`src/design/i2cmra_pkg.sv`:
```
// ----------------------------------------------------------------------------
// I2C register master - package
// Codes, reset values and the word types shared by the design files.
// ----------------------------------------------------------------------------
package i2cmra_pkg;

    localparam int WAIT_BITS_DEFAULT = 8;

    // Configuration reset values
    localparam logic [7:0] STRETCH_RESET  = 8'd80;
    localparam logic [7:0] ACK_WAIT_RESET = 8'd80;
    localparam logic [3:0] PULSES_RESET   = 4'd9;
    localparam logic [7:0] SETTLE_RESET   = 8'd10;

    // Configuration register indexes
    localparam logic [1:0] CFG_STRETCH = 2'd0;
    localparam logic [1:0] CFG_ACK_WAIT = 2'd1;
    localparam logic [1:0] CFG_PULSES = 2'd2;
    localparam logic [1:0] CFG_SETTLE = 2'd3;

    // Item modes
    localparam logic [2:0] MODE_TICK    = 3'd0;
    localparam logic [2:0] MODE_PROBE   = 3'd1;
    localparam logic [2:0] MODE_WRITE   = 3'd2;
    localparam logic [2:0] MODE_READ    = 3'd3;
    localparam logic [2:0] MODE_RECOVER = 3'd4;

    // Status codes
    localparam logic [1:0] ST_OK       = 2'd0;
    localparam logic [1:0] ST_NACK     = 2'd1;
    localparam logic [1:0] ST_TIMEOUT  = 2'd2;
    localparam logic [1:0] ST_ZERO_LEN = 2'd3;

    // Stream word widths
    localparam int IN_DATA_W  = 40;
    localparam int OUT_DATA_W = 16;

    typedef struct packed {
        logic [2:0] mode;
        logic [6:0] device_address;
        logic [7:0] register_address;
        logic [7:0] write_value;
        logic [7:0] read_count;
        logic       sda_level;
        logic       scl_level;
    } item_t;

    typedef struct packed {
        logic [7:0] clock_stretch_limit;
        logic [7:0] ack_wait_limit;
        logic [3:0] recovery_pulse_count;
        logic [7:0] recovery_settle_ticks;
    } cfg_t;

    typedef struct packed {
        logic       scl_pull_low;
        logic       sda_pull_low;
        logic [7:0] received_byte;
        logic       byte_valid;
        logic       final_byte;
        logic       done_res;
        logic       busy_res;
        logic [1:0] status;
    } result_t;

endpackage

```
`src/design/i2cmra_core.sv`:
```
// ----------------------------------------------------------------------------
// I2C register master - transaction core
// Holds the bus state and advances it by one step for every item.
// ----------------------------------------------------------------------------
module i2cmra_core #(
    parameter int WAIT_COUNTER_BITS = i2cmra_pkg::WAIT_BITS_DEFAULT
) (
    input  logic                aclk,
    input  logic                aresetn,
    input  logic                step_en,
    input  i2cmra_pkg::item_t   item,
    input  i2cmra_pkg::cfg_t    cfg,
    output i2cmra_pkg::result_t res
);
    import i2cmra_pkg::*;

    localparam int WCB   = WAIT_COUNTER_BITS;
    localparam int CMP_W = (WCB > 8) ? WCB : 8;
    localparam logic [WCB-1:0] WAIT_MAX = '1;

    // Bus phases
    localparam logic [3:0] PH_IDLE   = 4'd0;
    localparam logic [3:0] PH_START  = 4'd1;
    localparam logic [3:0] PH_TX     = 4'd2;
    localparam logic [3:0] PH_ACK    = 4'd3;
    localparam logic [3:0] PH_RX     = 4'd4;
    localparam logic [3:0] PH_MACK   = 4'd5;
    localparam logic [3:0] PH_STOP   = 4'd6;
    localparam logic [3:0] PH_SETTLE = 4'd7;
    localparam logic [3:0] PH_PULSE  = 4'd8;

    // Byte stage within a transaction
    localparam logic [1:0] STG_ADDR = 2'd0;
    localparam logic [1:0] STG_REG  = 2'd1;
    localparam logic [1:0] STG_DATA = 2'd2;

    typedef struct packed {
        logic [3:0] phase;
        logic [1:0] quarter;
        logic [2:0] operation;
        logic [3:0] bit_counter;
        logic [7:0] bytes_left;
        logic [7:0] shift_reg;
        logic [6:0] saved_address;
        logic [7:0] saved_register;
        logic [7:0] saved_value;
        logic [1:0] error_code;
        logic [1:0] stage;
        logic       scl_drive;
        logic       sda_drive;
    } state_t;

    state_t         st_reg, st_next;
    logic [WCB-1:0] wc_reg, wc_next;

    function automatic logic [WCB-1:0] wait_bump(input logic [WCB-1:0] wc);
        wait_bump = (wc != WAIT_MAX) ? wc + 1'b1 : wc;
    endfunction

    function automatic logic wait_over(input logic [WCB-1:0] wc, input logic [7:0] limit);
        logic [CMP_W-1:0] wc_x;
        logic [CMP_W-1:0] lim_x;
        wc_x = CMP_W'(wc);
        lim_x = CMP_W'(limit);
        wait_over = (wc_x >= lim_x) || (wc == WAIT_MAX);
    endfunction

    always_comb begin
        logic       ack_chk;
        logic [3:0] bc_inc;
        logic [7:0] rx_shift;
        logic       o_valid;
        logic       o_final;
        logic       o_done;
        logic [7:0] o_byte;

        st_next  = st_reg;
        wc_next  = wc_reg;
        ack_chk  = 1'b0;
        bc_inc   = st_reg.bit_counter + 4'd1;
        rx_shift = {st_reg.shift_reg[6:0], item.sda_level};
        o_valid  = 1'b0;
        o_final  = 1'b0;
        o_done   = 1'b0;
        o_byte   = '0;

        if (item.mode == MODE_TICK) begin
            if (st_reg.phase != PH_IDLE) begin
                case (st_reg.phase)
                    PH_START: begin
                        if (st_reg.quarter == 2'd0) begin
                            st_next.sda_drive = 1'b0;
                            st_next.scl_drive = 1'b0;
                            st_next.quarter = 2'd1;
                            wc_next = '0;
                        end else if (st_reg.quarter == 2'd1) begin
                            if (item.scl_level) begin
                                st_next.sda_drive = 1'b1;
                                st_next.quarter = 2'd2;
                                wc_next = '0;
                            end else begin
                                wc_next = wait_bump(wc_reg);
                                if (wait_over(wc_next, cfg.clock_stretch_limit)) begin
                                    st_next.error_code = ST_TIMEOUT;
                                    st_next.sda_drive = 1'b1;
                                    st_next.phase = PH_STOP;
                                    st_next.quarter = 2'd1;
                                    wc_next = '0;
                                end
                            end
                        end else begin
                            // Address byte; the read direction bit is set after the
                            // repeated start.
                            st_next.scl_drive = 1'b1;
                            st_next.shift_reg = {st_reg.saved_address,
                                                 st_reg.stage == STG_DATA};
                            st_next.bit_counter = '0;
                            st_next.phase = PH_TX;
                            st_next.quarter = 2'd0;
                            wc_next = '0;
                        end
                    end
                    PH_TX: begin
                        if (st_reg.quarter == 2'd0) begin
                            st_next.scl_drive = 1'b1;
                            st_next.sda_drive = ~st_reg.shift_reg[7];
                            st_next.quarter = 2'd1;
                            wc_next = '0;
                        end else if (st_reg.quarter == 2'd1) begin
                            st_next.scl_drive = 1'b0;
                            st_next.quarter = 2'd2;
                            wc_next = '0;
                        end else if (item.scl_level) begin
                            st_next.scl_drive = 1'b1;
                            st_next.shift_reg = {st_reg.shift_reg[6:0], 1'b0};
                            st_next.bit_counter = bc_inc;
                            st_next.phase = (bc_inc >= 4'd8) ? PH_ACK : PH_TX;
                            st_next.quarter = 2'd0;
                            wc_next = '0;
                        end else begin
                            wc_next = wait_bump(wc_reg);
                            if (wait_over(wc_next, cfg.clock_stretch_limit)) begin
                                st_next.error_code = ST_TIMEOUT;
                                st_next.sda_drive = 1'b1;
                                st_next.phase = PH_STOP;
                                st_next.quarter = 2'd1;
                                wc_next = '0;
                            end
                        end
                    end
                    PH_ACK: begin
                        if (st_reg.quarter == 2'd0) begin
                            st_next.sda_drive = 1'b0;
                            st_next.scl_drive = 1'b0;
                            st_next.quarter = 2'd1;
                            wc_next = '0;
                        end else if (st_reg.quarter == 2'd1) begin
                            if (item.scl_level) begin
                                wc_next = '0;
                                ack_chk = 1'b1;
                            end else begin
                                wc_next = wait_bump(wc_reg);
                                if (wait_over(wc_next, cfg.clock_stretch_limit)) begin
                                    st_next.error_code = ST_TIMEOUT;
                                    st_next.sda_drive = 1'b1;
                                    st_next.phase = PH_STOP;
                                    st_next.quarter = 2'd1;
                                    wc_next = '0;
                                end
                            end
                        end else begin
                            ack_chk = 1'b1;
                        end
                    end
                    PH_RX: begin
                        if (st_reg.quarter == 2'd0) begin
                            st_next.scl_drive = 1'b1;
                            st_next.quarter = 2'd1;
                            wc_next = '0;
                        end else if (st_reg.quarter == 2'd1) begin
                            st_next.scl_drive = 1'b0;
                            st_next.quarter = 2'd2;
                            wc_next = '0;
                        end else if (item.scl_level) begin
                            st_next.shift_reg = rx_shift;
                            st_next.scl_drive = 1'b1;
                            st_next.bit_counter = bc_inc;
                            st_next.quarter = 2'd0;
                            wc_next = '0;
                            if (bc_inc >= 4'd8) begin
                                o_valid = 1'b1;
                                o_byte = rx_shift;
                                o_final = (st_reg.bytes_left <= 8'd1);
                                st_next.phase = PH_MACK;
                            end else begin
                                st_next.phase = PH_RX;
                            end
                        end else begin
                            wc_next = wait_bump(wc_reg);
                            if (wait_over(wc_next, cfg.clock_stretch_limit)) begin
                                st_next.error_code = ST_TIMEOUT;
                                st_next.sda_drive = 1'b1;
                                st_next.phase = PH_STOP;
                                st_next.quarter = 2'd1;
                                wc_next = '0;
                            end
                        end
                    end
                    PH_MACK: begin
                        if (st_reg.quarter == 2'd0) begin
                            // The master acknowledges every byte but the last one.
                            st_next.scl_drive = 1'b1;
                            st_next.sda_drive = (st_reg.bytes_left > 8'd1);
                            st_next.quarter = 2'd1;
                            wc_next = '0;
                        end else if (st_reg.quarter == 2'd1) begin
                            st_next.scl_drive = 1'b0;
                            st_next.quarter = 2'd2;
                            wc_next = '0;
                        end else if (item.scl_level) begin
                            st_next.scl_drive = 1'b1;
                            st_next.sda_drive = 1'b0;
                            st_next.quarter = 2'd0;
                            wc_next = '0;
                            if (st_reg.bytes_left <= 8'd1) begin
                                st_next.bytes_left = '0;
                                st_next.phase = PH_STOP;
                            end else begin
                                st_next.bytes_left = st_reg.bytes_left - 8'd1;
                                st_next.bit_counter = '0;
                                st_next.shift_reg = '0;
                                st_next.phase = PH_RX;
                            end
                        end else begin
                            wc_next = wait_bump(wc_reg);
                            if (wait_over(wc_next, cfg.clock_stretch_limit)) begin
                                st_next.error_code = ST_TIMEOUT;
                                st_next.sda_drive = 1'b1;
                                st_next.phase = PH_STOP;
                                st_next.quarter = 2'd1;
                                wc_next = '0;
                            end
                        end
                    end
                    PH_STOP: begin
                        if (st_reg.quarter == 2'd0) begin
                            st_next.sda_drive = 1'b1;
                            st_next.quarter = 2'd1;
                            wc_next = '0;
                        end else if (st_reg.quarter == 2'd1) begin
                            st_next.scl_drive = 1'b0;
                            st_next.quarter = 2'd2;
                            wc_next = '0;
                        end else if (st_reg.quarter == 2'd2) begin
                            // A timeout here simply lets the stop go ahead.
                            if (item.scl_level) begin
                                st_next.quarter = 2'd3;
                                wc_next = '0;
                            end else begin
                                wc_next = wait_bump(wc_reg);
                                if (wait_over(wc_next, cfg.clock_stretch_limit)) begin
                                    st_next.quarter = 2'd3;
                                    wc_next = '0;
                                end
                            end
                        end else begin
                            st_next.sda_drive = 1'b0;
                            o_done = 1'b1;
                            st_next.phase = PH_IDLE;
                            st_next.quarter = 2'd0;
                            wc_next = '0;
                        end
                    end
                    PH_SETTLE: begin
                        wc_next = wait_bump(wc_reg);
                        if (wait_over(wc_next, cfg.recovery_settle_ticks)) begin
                            st_next.quarter = 2'd0;
                            wc_next = '0;
                            if (item.sda_level) begin
                                o_done = 1'b1;
                                st_next.phase = PH_IDLE;
                            end else begin
                                st_next.bit_counter = '0;
                                st_next.phase = PH_PULSE;
                            end
                        end
                    end
                    PH_PULSE: begin
                        if (st_reg.quarter == 2'd0) begin
                            st_next.scl_drive = 1'b1;
                            st_next.quarter = 2'd1;
                            wc_next = '0;
                        end else if (st_reg.quarter == 2'd1) begin
                            st_next.scl_drive = 1'b0;
                            st_next.quarter = 2'd2;
                            wc_next = '0;
                        end else begin
                            st_next.bit_counter = bc_inc;
                            wc_next = '0;
                            if (item.sda_level || (bc_inc >= cfg.recovery_pulse_count)) begin
                                st_next.error_code = ST_OK;
                                st_next.sda_drive = 1'b1;
                                st_next.phase = PH_STOP;
                                st_next.quarter = 2'd1;
                            end else begin
                                st_next.quarter = 2'd0;
                            end
                        end
                    end
                    default: begin
                        st_next.phase = PH_IDLE;
                        st_next.quarter = 2'd0;
                        wc_next = '0;
                    end
                endcase

                // Acknowledge sampling, shared by the clock-high and waiting steps.
                if (ack_chk) begin
                    if (!item.sda_level) begin
                        st_next.scl_drive = 1'b1;
                        wc_next = '0;
                        if ((st_reg.operation == MODE_PROBE) || (st_reg.stage >= STG_DATA)) begin
                            st_next.quarter = 2'd0;
                            if (st_reg.operation == MODE_READ) begin
                                st_next.bit_counter = '0;
                                st_next.shift_reg = '0;
                                st_next.sda_drive = 1'b0;
                                st_next.phase = PH_RX;
                            end else begin
                                st_next.phase = PH_STOP;
                            end
                        end else if (st_reg.stage == STG_ADDR) begin
                            st_next.stage = STG_REG;
                            st_next.shift_reg = st_reg.saved_register;
                            st_next.bit_counter = '0;
                            st_next.phase = PH_TX;
                            st_next.quarter = 2'd0;
                        end else begin
                            st_next.stage = STG_DATA;
                            st_next.quarter = 2'd0;
                            if (st_reg.operation == MODE_READ) begin
                                st_next.phase = PH_START;
                            end else begin
                                st_next.shift_reg = st_reg.saved_value;
                                st_next.bit_counter = '0;
                                st_next.phase = PH_TX;
                            end
                        end
                    end else begin
                        wc_next = wait_bump(wc_next);
                        if (wait_over(wc_next, cfg.ack_wait_limit)) begin
                            st_next.scl_drive = 1'b1;
                            st_next.error_code = ST_NACK;
                            st_next.sda_drive = 1'b1;
                            st_next.phase = PH_STOP;
                            st_next.quarter = 2'd1;
                            wc_next = '0;
                        end else begin
                            st_next.quarter = 2'd2;
                        end
                    end
                end
            end
        end else if ((st_reg.phase == PH_IDLE) && (item.mode <= MODE_RECOVER)) begin
            st_next.operation = item.mode;
            st_next.error_code = ST_OK;
            st_next.stage = STG_ADDR;
            st_next.sda_drive = 1'b0;
            st_next.scl_drive = 1'b0;
            if (item.mode == MODE_RECOVER) begin
                st_next.phase = PH_SETTLE;
                st_next.quarter = 2'd0;
                wc_next = '0;
            end else if ((item.mode == MODE_READ) && (item.read_count == 8'd0)) begin
                st_next.error_code = ST_ZERO_LEN;
                o_done = 1'b1;
            end else begin
                st_next.saved_address = item.device_address;
                st_next.saved_register = item.register_address;
                st_next.saved_value = item.write_value;
                st_next.bytes_left = item.read_count;
                st_next.phase = PH_START;
                st_next.quarter = 2'd1;
                wc_next = '0;
            end
        end

        res.scl_pull_low  = st_next.scl_drive;
        res.sda_pull_low  = st_next.sda_drive;
        res.received_byte = o_byte;
        res.byte_valid    = o_valid;
        res.final_byte    = o_final;
        res.done_res      = o_done;
        res.busy_res      = (st_next.phase != PH_IDLE);
        res.status        = o_done ? st_next.error_code : ST_OK;
    end

    always_ff @(posedge aclk) begin
        if (!aresetn) begin
            st_reg <= '0;
            wc_reg <= '0;
        end else if (step_en) begin
            st_reg <= st_next;
            wc_reg <= wc_next;
        end
    end

endmodule

```
`src/design/i2c_master_register_access.sv`:
```
// ----------------------------------------------------------------------------
// I2C register master - top level
// Stream wrapper with input register, result register and configuration.
// ----------------------------------------------------------------------------
// Each input word is either a command (probe, register write, multi-byte read
// with repeated start, bus recovery) or one bus tick carrying the sampled SDA
// and SCL levels, and every word gives exactly one result word with the
// open-drain drive levels, any received byte and the status. The block takes
// one word per clock cycle while the result stream is not held back; a word
// waits in the input register, and its whole bus step is worked out in a
// single pass of logic into the result register.
// Write configuration only while no transaction is in progress.
module i2c_master_register_access #(
    parameter int WAIT_COUNTER_BITS = i2cmra_pkg::WAIT_BITS_DEFAULT
) (
    input  logic                                aclk,
    input  logic                                aresetn,
    // Input stream
    input  logic                                s_tvalid,
    output logic                                s_tready,
    // tdata: device_address, register_address, write_value, read_count,
    //        sda_level, scl_level, zero fill
    input  logic [i2cmra_pkg::IN_DATA_W-1:0]    s_tdata,
    // tuser: mode
    input  logic [2:0]                          s_tuser,
    // Result stream
    output logic                                m_tvalid,
    input  logic                                m_tready,
    // tdata: scl_pull_low, sda_pull_low, received_byte, done_res, busy_res,
    //        status, zero fill
    output logic [i2cmra_pkg::OUT_DATA_W-1:0]   m_tdata,
    // tuser: byte_valid
    output logic [0:0]                          m_tuser,
    // tlast: final_byte
    output logic                                m_tlast,
    // Configuration write channel
    input  logic                                cfg_valid,
    output logic                                cfg_ready,
    input  logic [1:0]                          cfg_index,
    input  logic [7:0]                          cfg_data
);
    import i2cmra_pkg::*;

    logic    in_valid_reg;
    item_t   in_item_reg;
    logic    out_valid_reg;
    result_t out_res_reg;
    cfg_t    cfg_reg;
    result_t step_res;
    logic    advance;

    // A word moves on whenever the result register is free or being emptied.
    assign advance   = in_valid_reg && (!out_valid_reg || m_tready);
    assign s_tready  = !in_valid_reg || advance;
    assign cfg_ready = 1'b1;

    always_ff @(posedge aclk) begin
        if (!aresetn) begin
            in_valid_reg <= 1'b0;
        end else if (s_tvalid && s_tready) begin
            in_valid_reg <= 1'b1;
        end else if (advance) begin
            in_valid_reg <= 1'b0;
        end
    end

    always_ff @(posedge aclk) begin
        if (s_tvalid && s_tready) begin
            in_item_reg.mode             <= s_tuser;
            in_item_reg.device_address   <= s_tdata[6:0];
            in_item_reg.register_address <= s_tdata[14:7];
            in_item_reg.write_value      <= s_tdata[22:15];
            in_item_reg.read_count       <= s_tdata[30:23];
            in_item_reg.sda_level        <= s_tdata[31];
            in_item_reg.scl_level        <= s_tdata[32];
        end
    end

    always_ff @(posedge aclk) begin
        if (!aresetn) begin
            cfg_reg.clock_stretch_limit   <= STRETCH_RESET;
            cfg_reg.ack_wait_limit        <= ACK_WAIT_RESET;
            cfg_reg.recovery_pulse_count  <= PULSES_RESET;
            cfg_reg.recovery_settle_ticks <= SETTLE_RESET;
        end else if (cfg_valid && cfg_ready) begin
            case (cfg_index)
                CFG_STRETCH:  cfg_reg.clock_stretch_limit   <= cfg_data;
                CFG_ACK_WAIT: cfg_reg.ack_wait_limit        <= cfg_data;
                CFG_PULSES:   cfg_reg.recovery_pulse_count  <= cfg_data[3:0];
                CFG_SETTLE:   cfg_reg.recovery_settle_ticks <= cfg_data;
                default: begin
                    cfg_reg <= cfg_reg;
                end
            endcase
        end
    end

    i2cmra_core #(
        .WAIT_COUNTER_BITS(WAIT_COUNTER_BITS)
    ) u_core (
        .aclk    (aclk),
        .aresetn (aresetn),
        .step_en (advance),
        .item    (in_item_reg),
        .cfg     (cfg_reg),
        .res     (step_res)
    );

    always_ff @(posedge aclk) begin
        if (!aresetn) begin
            out_valid_reg <= 1'b0;
        end else if (advance) begin
            out_valid_reg <= 1'b1;
        end else if (m_tready) begin
            out_valid_reg <= 1'b0;
        end
    end

    always_ff @(posedge aclk) begin
        if (advance) begin
            out_res_reg <= step_res;
        end
    end

    assign m_tvalid = out_valid_reg;
    assign m_tdata  = {2'b00, out_res_reg.status, out_res_reg.busy_res,
                       out_res_reg.done_res, out_res_reg.received_byte,
                       out_res_reg.sda_pull_low, out_res_reg.scl_pull_low};
    assign m_tuser  = out_res_reg.byte_valid;
    assign m_tlast  = out_res_reg.final_byte;

endmodule

```
`config.mk`:
```
export PLATFORM = sky130hd
export DESIGN_NAME = i2c_master_register_access
export DESIGN_NICKNAME = d
export VERILOG_FILES = /design/src/design/i2cmra_pkg.sv /design/src/design/i2cmra_core.sv /design/src/design/i2c_master_register_access.sv
export SDC_FILE = /design/constraint.sdc
export NUM_CORES = 1
export LEC_CHECK = 0
export ABC_AREA = 1
export BUFFER_PORTS_ARGS = -buffer_cell sky130_fd_sc_hd__buf_4
export CAP_MARGIN = 10
export CORE_MARGIN = 2
export CORE_UTILIZATION = 50
export DETAILED_ROUTE_END_ITERATION = 16
export PLACE_DENSITY = 0.72
export REMOVE_ABC_BUFFERS = 1
export SYNTH_ARGS = -nofsm -noshare
export SYNTH_HDL_FRONTEND = slang
export SYNTH_SLANG_ARGS = --single-unit
```
`constraint.sdc`:
```
create_clock -name aclk -period 6.23 [get_ports aclk]
set_clock_uncertainty 0.15 [all_clocks]
set_input_delay 1.869 -clock aclk [delete_from_list [all_inputs] [get_ports aclk]]
set_output_delay 1.869 -clock aclk [all_outputs]
set_load 0.03 [all_outputs]
```
==> results of run 1 <==
==> power by group through the flow <==
stage	Sequential, W	Clock [W]	Combinational, W
2_1_floorplan	0.00109	0	0.000174
3_3_place_gp	0.00109	0	0.000281
3_5_place_dp	0.00109	0	0.000285
4_1_cts	0.00107	0.00114	0.000287
5_1_grt	0.00107	0.00119	0.000326
6_report	0.00107	0.00113	0.000291
==> metrics by stage <==
step	hold slack (ns)	total power (W)
after floorplan	0.273	0.00127
after global placement	0.282	0.00137
after detailed placement	0.287	0.00138
after CTS	0.297	0.00250
after global routing	0.327	0.00259
final	0.298	0.00249
==> final timing paths <==
kind	to	slack, ns	depth (start not counted)
worst max-delay path	m_tdata[11]$_DFFE_PP_	0.56	40
worst min-delay path	u_core.st_reg[14]$_SDFFE_PN0P_	0.30	2
worst max register to register	m_tdata[11]$_DFFE_PP_	0.56	40
worst min register to register	u_core.st_reg[14]$_SDFFE_PN0P_	0.30	2
==> cell usage in the layout, fill, tap and decap left out, types with 5 or more instances in the layout <==
cell	netlist	final
dfxtp_2	0	5
a221oi_1	5	5
nand2_4	8	8
nand4_1	11	11
nor2_4	7	7
nor2_1	108	106
o22ai_1	5	5
nand3_1	48	48
inv_8	0	6
nor2_2	9	11
o21ai_0	103	102
o211ai_1	9	9
a211oi_1	14	14
buf_4	4	87
a21oi_1	117	116
xor2_1	6	6
nand2_2	22	26
a31oi_1	5	5
inv_1	167	167
nand2_1	209	205
o221ai_1	7	7
nor3_1	22	22
edfxtp_1	52	52
inv_2	12	12
ha_1	38	38
clkbuf_16	0	17
nand3_2	5	5
dfxtp_1	96	91
==> logic make-up (layout without fill, tap and decap cells) <==
kind of cell	after synthesis	count (layout)
buf+inv	211	300
compound gates	292	292
flops	148	148
other cells	2	3
xor+xnor	10	10
fa+ha+maj	38	38
simple gates	459	459
==> routing by layer <==
metal	global-route usage	up-vias	part of all wire
met5	0	-	0
met2	0.441	243	0.49
met1	0.327	3721	0.44
met3	0.0367	44	0.047
li1	-	4026	-
met4	0.106	0	0.030
==> final cells by class <==
cell class	instances	share of cell area
multi-input cells	802	0.431
flip-flops and latches	148	0.344
repair buffers	88	0.0670
inverters	180	0.0665
clock buffers	17	0.0419
well taps	225	0.0277
clock inverters	15	0.0222
==> what timing repair did <==
item | CTS | global route
gates resized for setup | 0 | 13
endpoints found under the hold margin | 0 | 0
hold buffers | 0 | 0
endpoints found under the setup margin | 0 | 18
==> critical path, delay by kind of cell, from the launching register on <==
kind,cells,cell delay (ns)
AND/OR/NAND/NOR,25,2.41
AO/OA/AOI/OAI,9,1.21
adder cells (fa/ha/maj),4,0.99
flip-flops,1,0.38
buffers and inverters,2,0.23
==> impl_metrics.tcl, run 1 <==
set metrics [dict create \
    p_leak_nw 4.35 \
    cts_tree "yes" \
    syn2layout_area_growth_pct 17.4 \
    netlist_top_cells_count "nand2_1 (209), inv_1 (167), a21oi_1 (117)" \
    ys_ff_latch 148 \
    end_kind "register" \
    path_common_cell "nand2_1" \
    period_share 0.909 \
    slowest_stage "dfxtp_2" \
    power_frac_comb 0.117 \
    core_mm2 0.0171 \
    fmax_ghz 0.176 \
    rsz0062_at_grt "false" \
    regArea_mm2 0.00349 \
    multi_input_area_mm2 0.00438 \
    postCtsSetupBuffers 0 \
    outcome "finished, final reports clean" \
    critPathLaunchType "register" \
    grt_pass1_vias 7496 \
    die_h_um 136 \
    cap_violations 0 \
    n_fill_cell 1618 \
    drv_slew 0 \
    route.detailed.drc 0 \
    nNetsFinal 1333 \
    first_pass_iters 6 \
    wl_per_cell_um 15.5 \
    stdcell_count 1475 \
    dpl.cell_count 1442 \
    initial_core_util 0.505 \
    worst_skew_pair.late_latency_ns 0.43 \
    fin_ws_ns 0.564 \
    die-area_mm2 0.0184 \
    cts-root-buf "clkbuf_16" \
    grt_overflow 0 \
    via_per_inst 5.45 \
    clkTransAtPathRegs_ns 0.07 \
    crit_fanout 9 \
    post-route-util 0.593 \
    synth.yosys.seq_area_share 0.403 \
    internal_power_w 0.00181 \
    clock_sinks 148 \
    gp_congestion 0.980 \
    synth_cell_types 51 \
    clkPwrFrac 0.454 \
    clockBufferDepth 2 \
    netlist.area_leader.share 0.222 \
    worstMarginPinSlew_ns 1.24 \
    synth_compound_area_frac 0.192 \
    final_cell_area_mm2 0.0102 \
    slew_headroom 0.169 \
    drtAntennaViolNets 0 \
    via_count 8034 \
    synth_cells 1160 \
    die_w_um 136 \
    yosysWarnings 0 \
    crit_type "register to register" \
    cp.required_ns 6.27 \
    synth_top_area_cell "dfxtp_1" \
    ir_drop_mv 0.202 \
    place_ws_ns 0.375 \
    power_density_mw_per_mm2 245 \
    cp-startpoint "u_core.wc_reg[1]$_SDFFE_PN0P_" \
    synthMuxAreaShare 0 \
    r2r-start "u_core.wc_reg[1]$_SDFFE_PN0P_" \
    io_pins 79 \
    synth_area_leaders "dfxtp_1 (22%), edfxtp_1 (18%), nand2_1 (9.1%)" \
    fin_crit_ns 5.67 \
    largest_reg_flops 58 \
    hold_viol 0 \
    port_buffers 68 \
    min_from "u_core.st_reg[14]$_SDFFE_PN0P_" \
    avgSynthCellArea_um2 7.46 \
    cts_max_level 4 \
    synth-simple-area-share 0.246 \
    setup-violations-final 0 \
    final_layout_size_suffix_gt1_frac 0.164 \
    sw_frac_of_total 0.275 \
    synth.most_common_cell "nand2_1" \
    n_antenna_cell 0 \
    synth_top_family_by_area "simple AND/OR/NAND/NOR gates" \
    place_area_mm2 0.00946 \
    place_hpwl_um 16900 \
    synthXorXnorAreaFrac 0.0101 \
    grt_pass1_wl_um 37200 \
    worstPathArrival_ns 5.71 \
    synthFlopType "dfxtp_1" \
    synth-edff-count 52 \
    p_switching_w 0.000685 \
    grt_start_max_net_pins 67 \
    antenna_found_initial 0 \
    drtIter0Drc 596 \
    hp-class "register to register" \
    synth-async-reset-ratio 0 \
    pwr-share-seq 0.430 \
    synthAdderAreaFrac 0.0550 \
    netlist_area_mm2 0.00865 \
    grt_usage 0.258 \
    setup_tns_ns 0 \
    core.rowCount 48 \
    wl_um 22900 \
    numCtsBuffers 17 \
    max_stage_delay_ns 0.38 \
]
Power figures use the tool's default switching activity.
==> run 2, diff against run 1 <==
--- a/config.mk
+++ b/config.mk
@@ -8,10 +8,12 @@
 export ABC_AREA = 1
 export BUFFER_PORTS_ARGS = -buffer_cell sky130_fd_sc_hd__buf_4
 export CAP_MARGIN = 10
+export CELL_PAD_IN_SITES_DETAIL_PLACEMENT = 1
+export CELL_PAD_IN_SITES_GLOBAL_PLACEMENT = 1
 export CORE_MARGIN = 2
-export CORE_UTILIZATION = 50
+export CORE_UTILIZATION = 44
 export DETAILED_ROUTE_END_ITERATION = 16
-export PLACE_DENSITY = 0.72
+export PLACE_DENSITY = 0.83
 export REMOVE_ABC_BUFFERS = 1
 export SYNTH_ARGS = -nofsm -noshare
 export SYNTH_HDL_FRONTEND = slang
==> constraint.sdc (replaced) <==
create_clock -name aclk -period 6.4 [get_ports aclk]
set_clock_uncertainty 0.15 [all_clocks]
set_input_delay 1.92 -clock aclk [delete_from_list [all_inputs] [get_ports aclk]]
set_output_delay 1.92 -clock aclk [all_outputs]
set_load 0.03 [all_outputs]
==> run 2 against run 1 <==
Non-clock buffer count shrank 3. Wire length grew 21%. Sequential cell count is the same. Critical path depth is the same. Sequential share of layout area is essentially flat. First-iteration DRC count grew 17%. Worst setup slack lost 0.10 ns. Sequential power is essentially flat. Design area grew 0.11%. Die area grew 13%. Largest power group is now sequential cells.
==> impl_metrics.tcl, run 2 (synthesis gave the netlist of run 1 again) <==
set metrics [dict create \
    outcome "finished, final reports clean" \
    grt_start_max_net_pins 67 \
    gp_congestion 0.940 \
    worstMarginPinSlew_ns 1.10 \
    first_pass_iters 5 \
    n_antenna_cell 0 \
    clockBufferDepth 2 \
    power_frac_comb 0.126 \
    multi_input_area_mm2 0.00442 \
    pwr-share-seq 0.439 \
    path_common_cell "nand2_1" \
    core_mm2 0.0194 \
    drtIter0Drc 700 \
    max_stage_delay_ns 0.36 \
    cts-root-buf "clkbuf_16" \
    numCtsBuffers 17 \
    die-area_mm2 0.0208 \
    die_h_um 144 \
    io_pins 79 \
    fmax_ghz 0.168 \
    drtAntennaViolNets 0 \
    grt_pass1_vias 8479 \
    grt_pass1_wl_um 44600 \
    n_fill_cell 2517 \
    fin_ws_ns 0.462 \
    critPathLaunchType "register" \
    largest_reg_flops 58 \
    post-route-util 0.524 \
    setup_tns_ns 0 \
    p_switching_w 0.000726 \
    drv_slew 0 \
    clkPwrFrac 0.436 \
    grt_overflow 0 \
    crit_type "register to register" \
    place_hpwl_um 19800 \
    p_leak_nw 4.32 \
    route.detailed.drc 0 \
    die_w_um 144 \
    place_ws_ns 0.383 \
    cts_tree "yes" \
    initial_core_util 0.446 \
    slowest_stage "dfxtp_2" \
    wl_per_cell_um 18.3 \
    clkTransAtPathRegs_ns 0.07 \
    fin_crit_ns 5.94 \
    end_kind "register" \
    grt_usage 0.275 \
    via_count 8426 \
    internal_power_w 0.00165 \
    cts_max_level 4 \
    cts_hold_buf 0 \
    rsz0062_at_grt "false" \
    cp.required_ns 6.44 \
    cap_violations 0 \
    final_layout_size_suffix_gt1_frac 0.166 \
    nNetsFinal 1330 \
    hp-class "register to register" \
    sw_frac_of_total 0.305 \
    mostFrequentLayoutCell "nand2_1" \
    layout_common_cells "nand2_1 (206), inv_1 (167), a21oi_1 (115), nor2_1 (104), o21ai_0 (103)" \
    syn2layout_area_growth_pct 17.6 \
    period_share 0.928 \
    via_per_inst 5.57 \
    slew_headroom 0.264 \
    crit_fanout 9 \
    power_density_mw_per_mm2 234 \
    clock_sinks 148 \
    antenna_found_initial 0 \
    setup-violations-final 0 \
    worst_skew_pair.late_latency_ns 0.43 \
    total_power_w 0.00238 \
    ir_drop_mv 0.169 \
    port_buffers 68 \
    worstPathArrival_ns 5.97 \
    regArea_mm2 0.00349 \
    hold_viol 0 \
    core.rowCount 51 \
    wl_um 27700 \
]
-- run 2: changes by cell type in the layout (fill, tap and decap cells not counted), sizes merged --
cell	change
clkinv	+3
bufinv	-3
buf	-3
-- run 2: final cells by class --
class                           instances  share of cell area
Sequential cell                       148               0.343
Multi-Input combinational cell        802               0.434
Clock inverter                         15              0.0186
Tap cell                              265              0.0326
Clock buffer                           17              0.0418
Timing Repair Buffer                   85              0.0631
Inverter                              180              0.0664
-- run 2: metal layers --
layer | part of all wire | GRT usage | wire length (um) | up-vias
li1 | - | - | - | 4017
met1 | 0.46 | 0.372 | 12800 | 4134
met3 | 0.043 | 0.0338 | 1190 | 51
met5 | 0 | 0 | 0 | -
met4 | 0.024 | 0.0864 | 667 | 0
met2 | 0.47 | 0.460 | 13100 | 224
-- run 2: worst max-delay path: cells and delay by family (launching register included) --
kind	cells	cell delay [ns]
simple gates	25	2.59
buf+inv	2	0.25
compound gates	9	1.29
flops	1	0.36
fa+ha+maj	4	1.02
-- run 2: power by group through the flow --
stage | Clock (W) | Sequential [W] | Combinational, W
floorplan | 0 | 0.00107 | 0.000169
global placement | 0 | 0.00106 | 0.000280
detailed placement | 0 | 0.00106 | 0.000290
CTS | 0.00105 | 0.00104 | 0.000295
global route | 0.00109 | 0.00105 | 0.000329
finish | 0.00104 | 0.00104 | 0.000298
-- run 2: path summary, 6_finish.rpt --
check / start / slack, ns / endpoint / cells past startpoint
setup / recovery: u_core.wc_reg[0]$_SDFFE_PN0P_ / 0.46 / m_tdata[11]$_DFFE_PP_ / 40
hold / removal: u_core.st_reg[13]$_SDFFE_PN0P_ / 0.30 / u_core.st_reg[13]$_SDFFE_PN0P_ / 2
setup reg to reg: u_core.wc_reg[0]$_SDFFE_PN0P_ / 0.46 / m_tdata[11]$_DFFE_PP_ / 40
hold reg to reg: u_core.st_reg[13]$_SDFFE_PN0P_ / 0.30 / u_core.st_reg[13]$_SDFFE_PN0P_ / 2
-- run 2: repair_timing --
action | in CTS | in global routing
gates resized for setup | 0 | 21
setup endpoints to repair | 0 | 21
buffers inserted | 0 | 0
-- run 2: per-stage QoR --
stage	instances	hold slack, ns	area, um2
3_3_place_gp	1480	0.284	9490
3_5_place_dp	1480	0.289	9490
2_1_floorplan	1130	0.273	8520
5_1_grt	1512	0.328	10200
6_report	1512	0.297	10200
4_1_cts	1512	0.300	10100
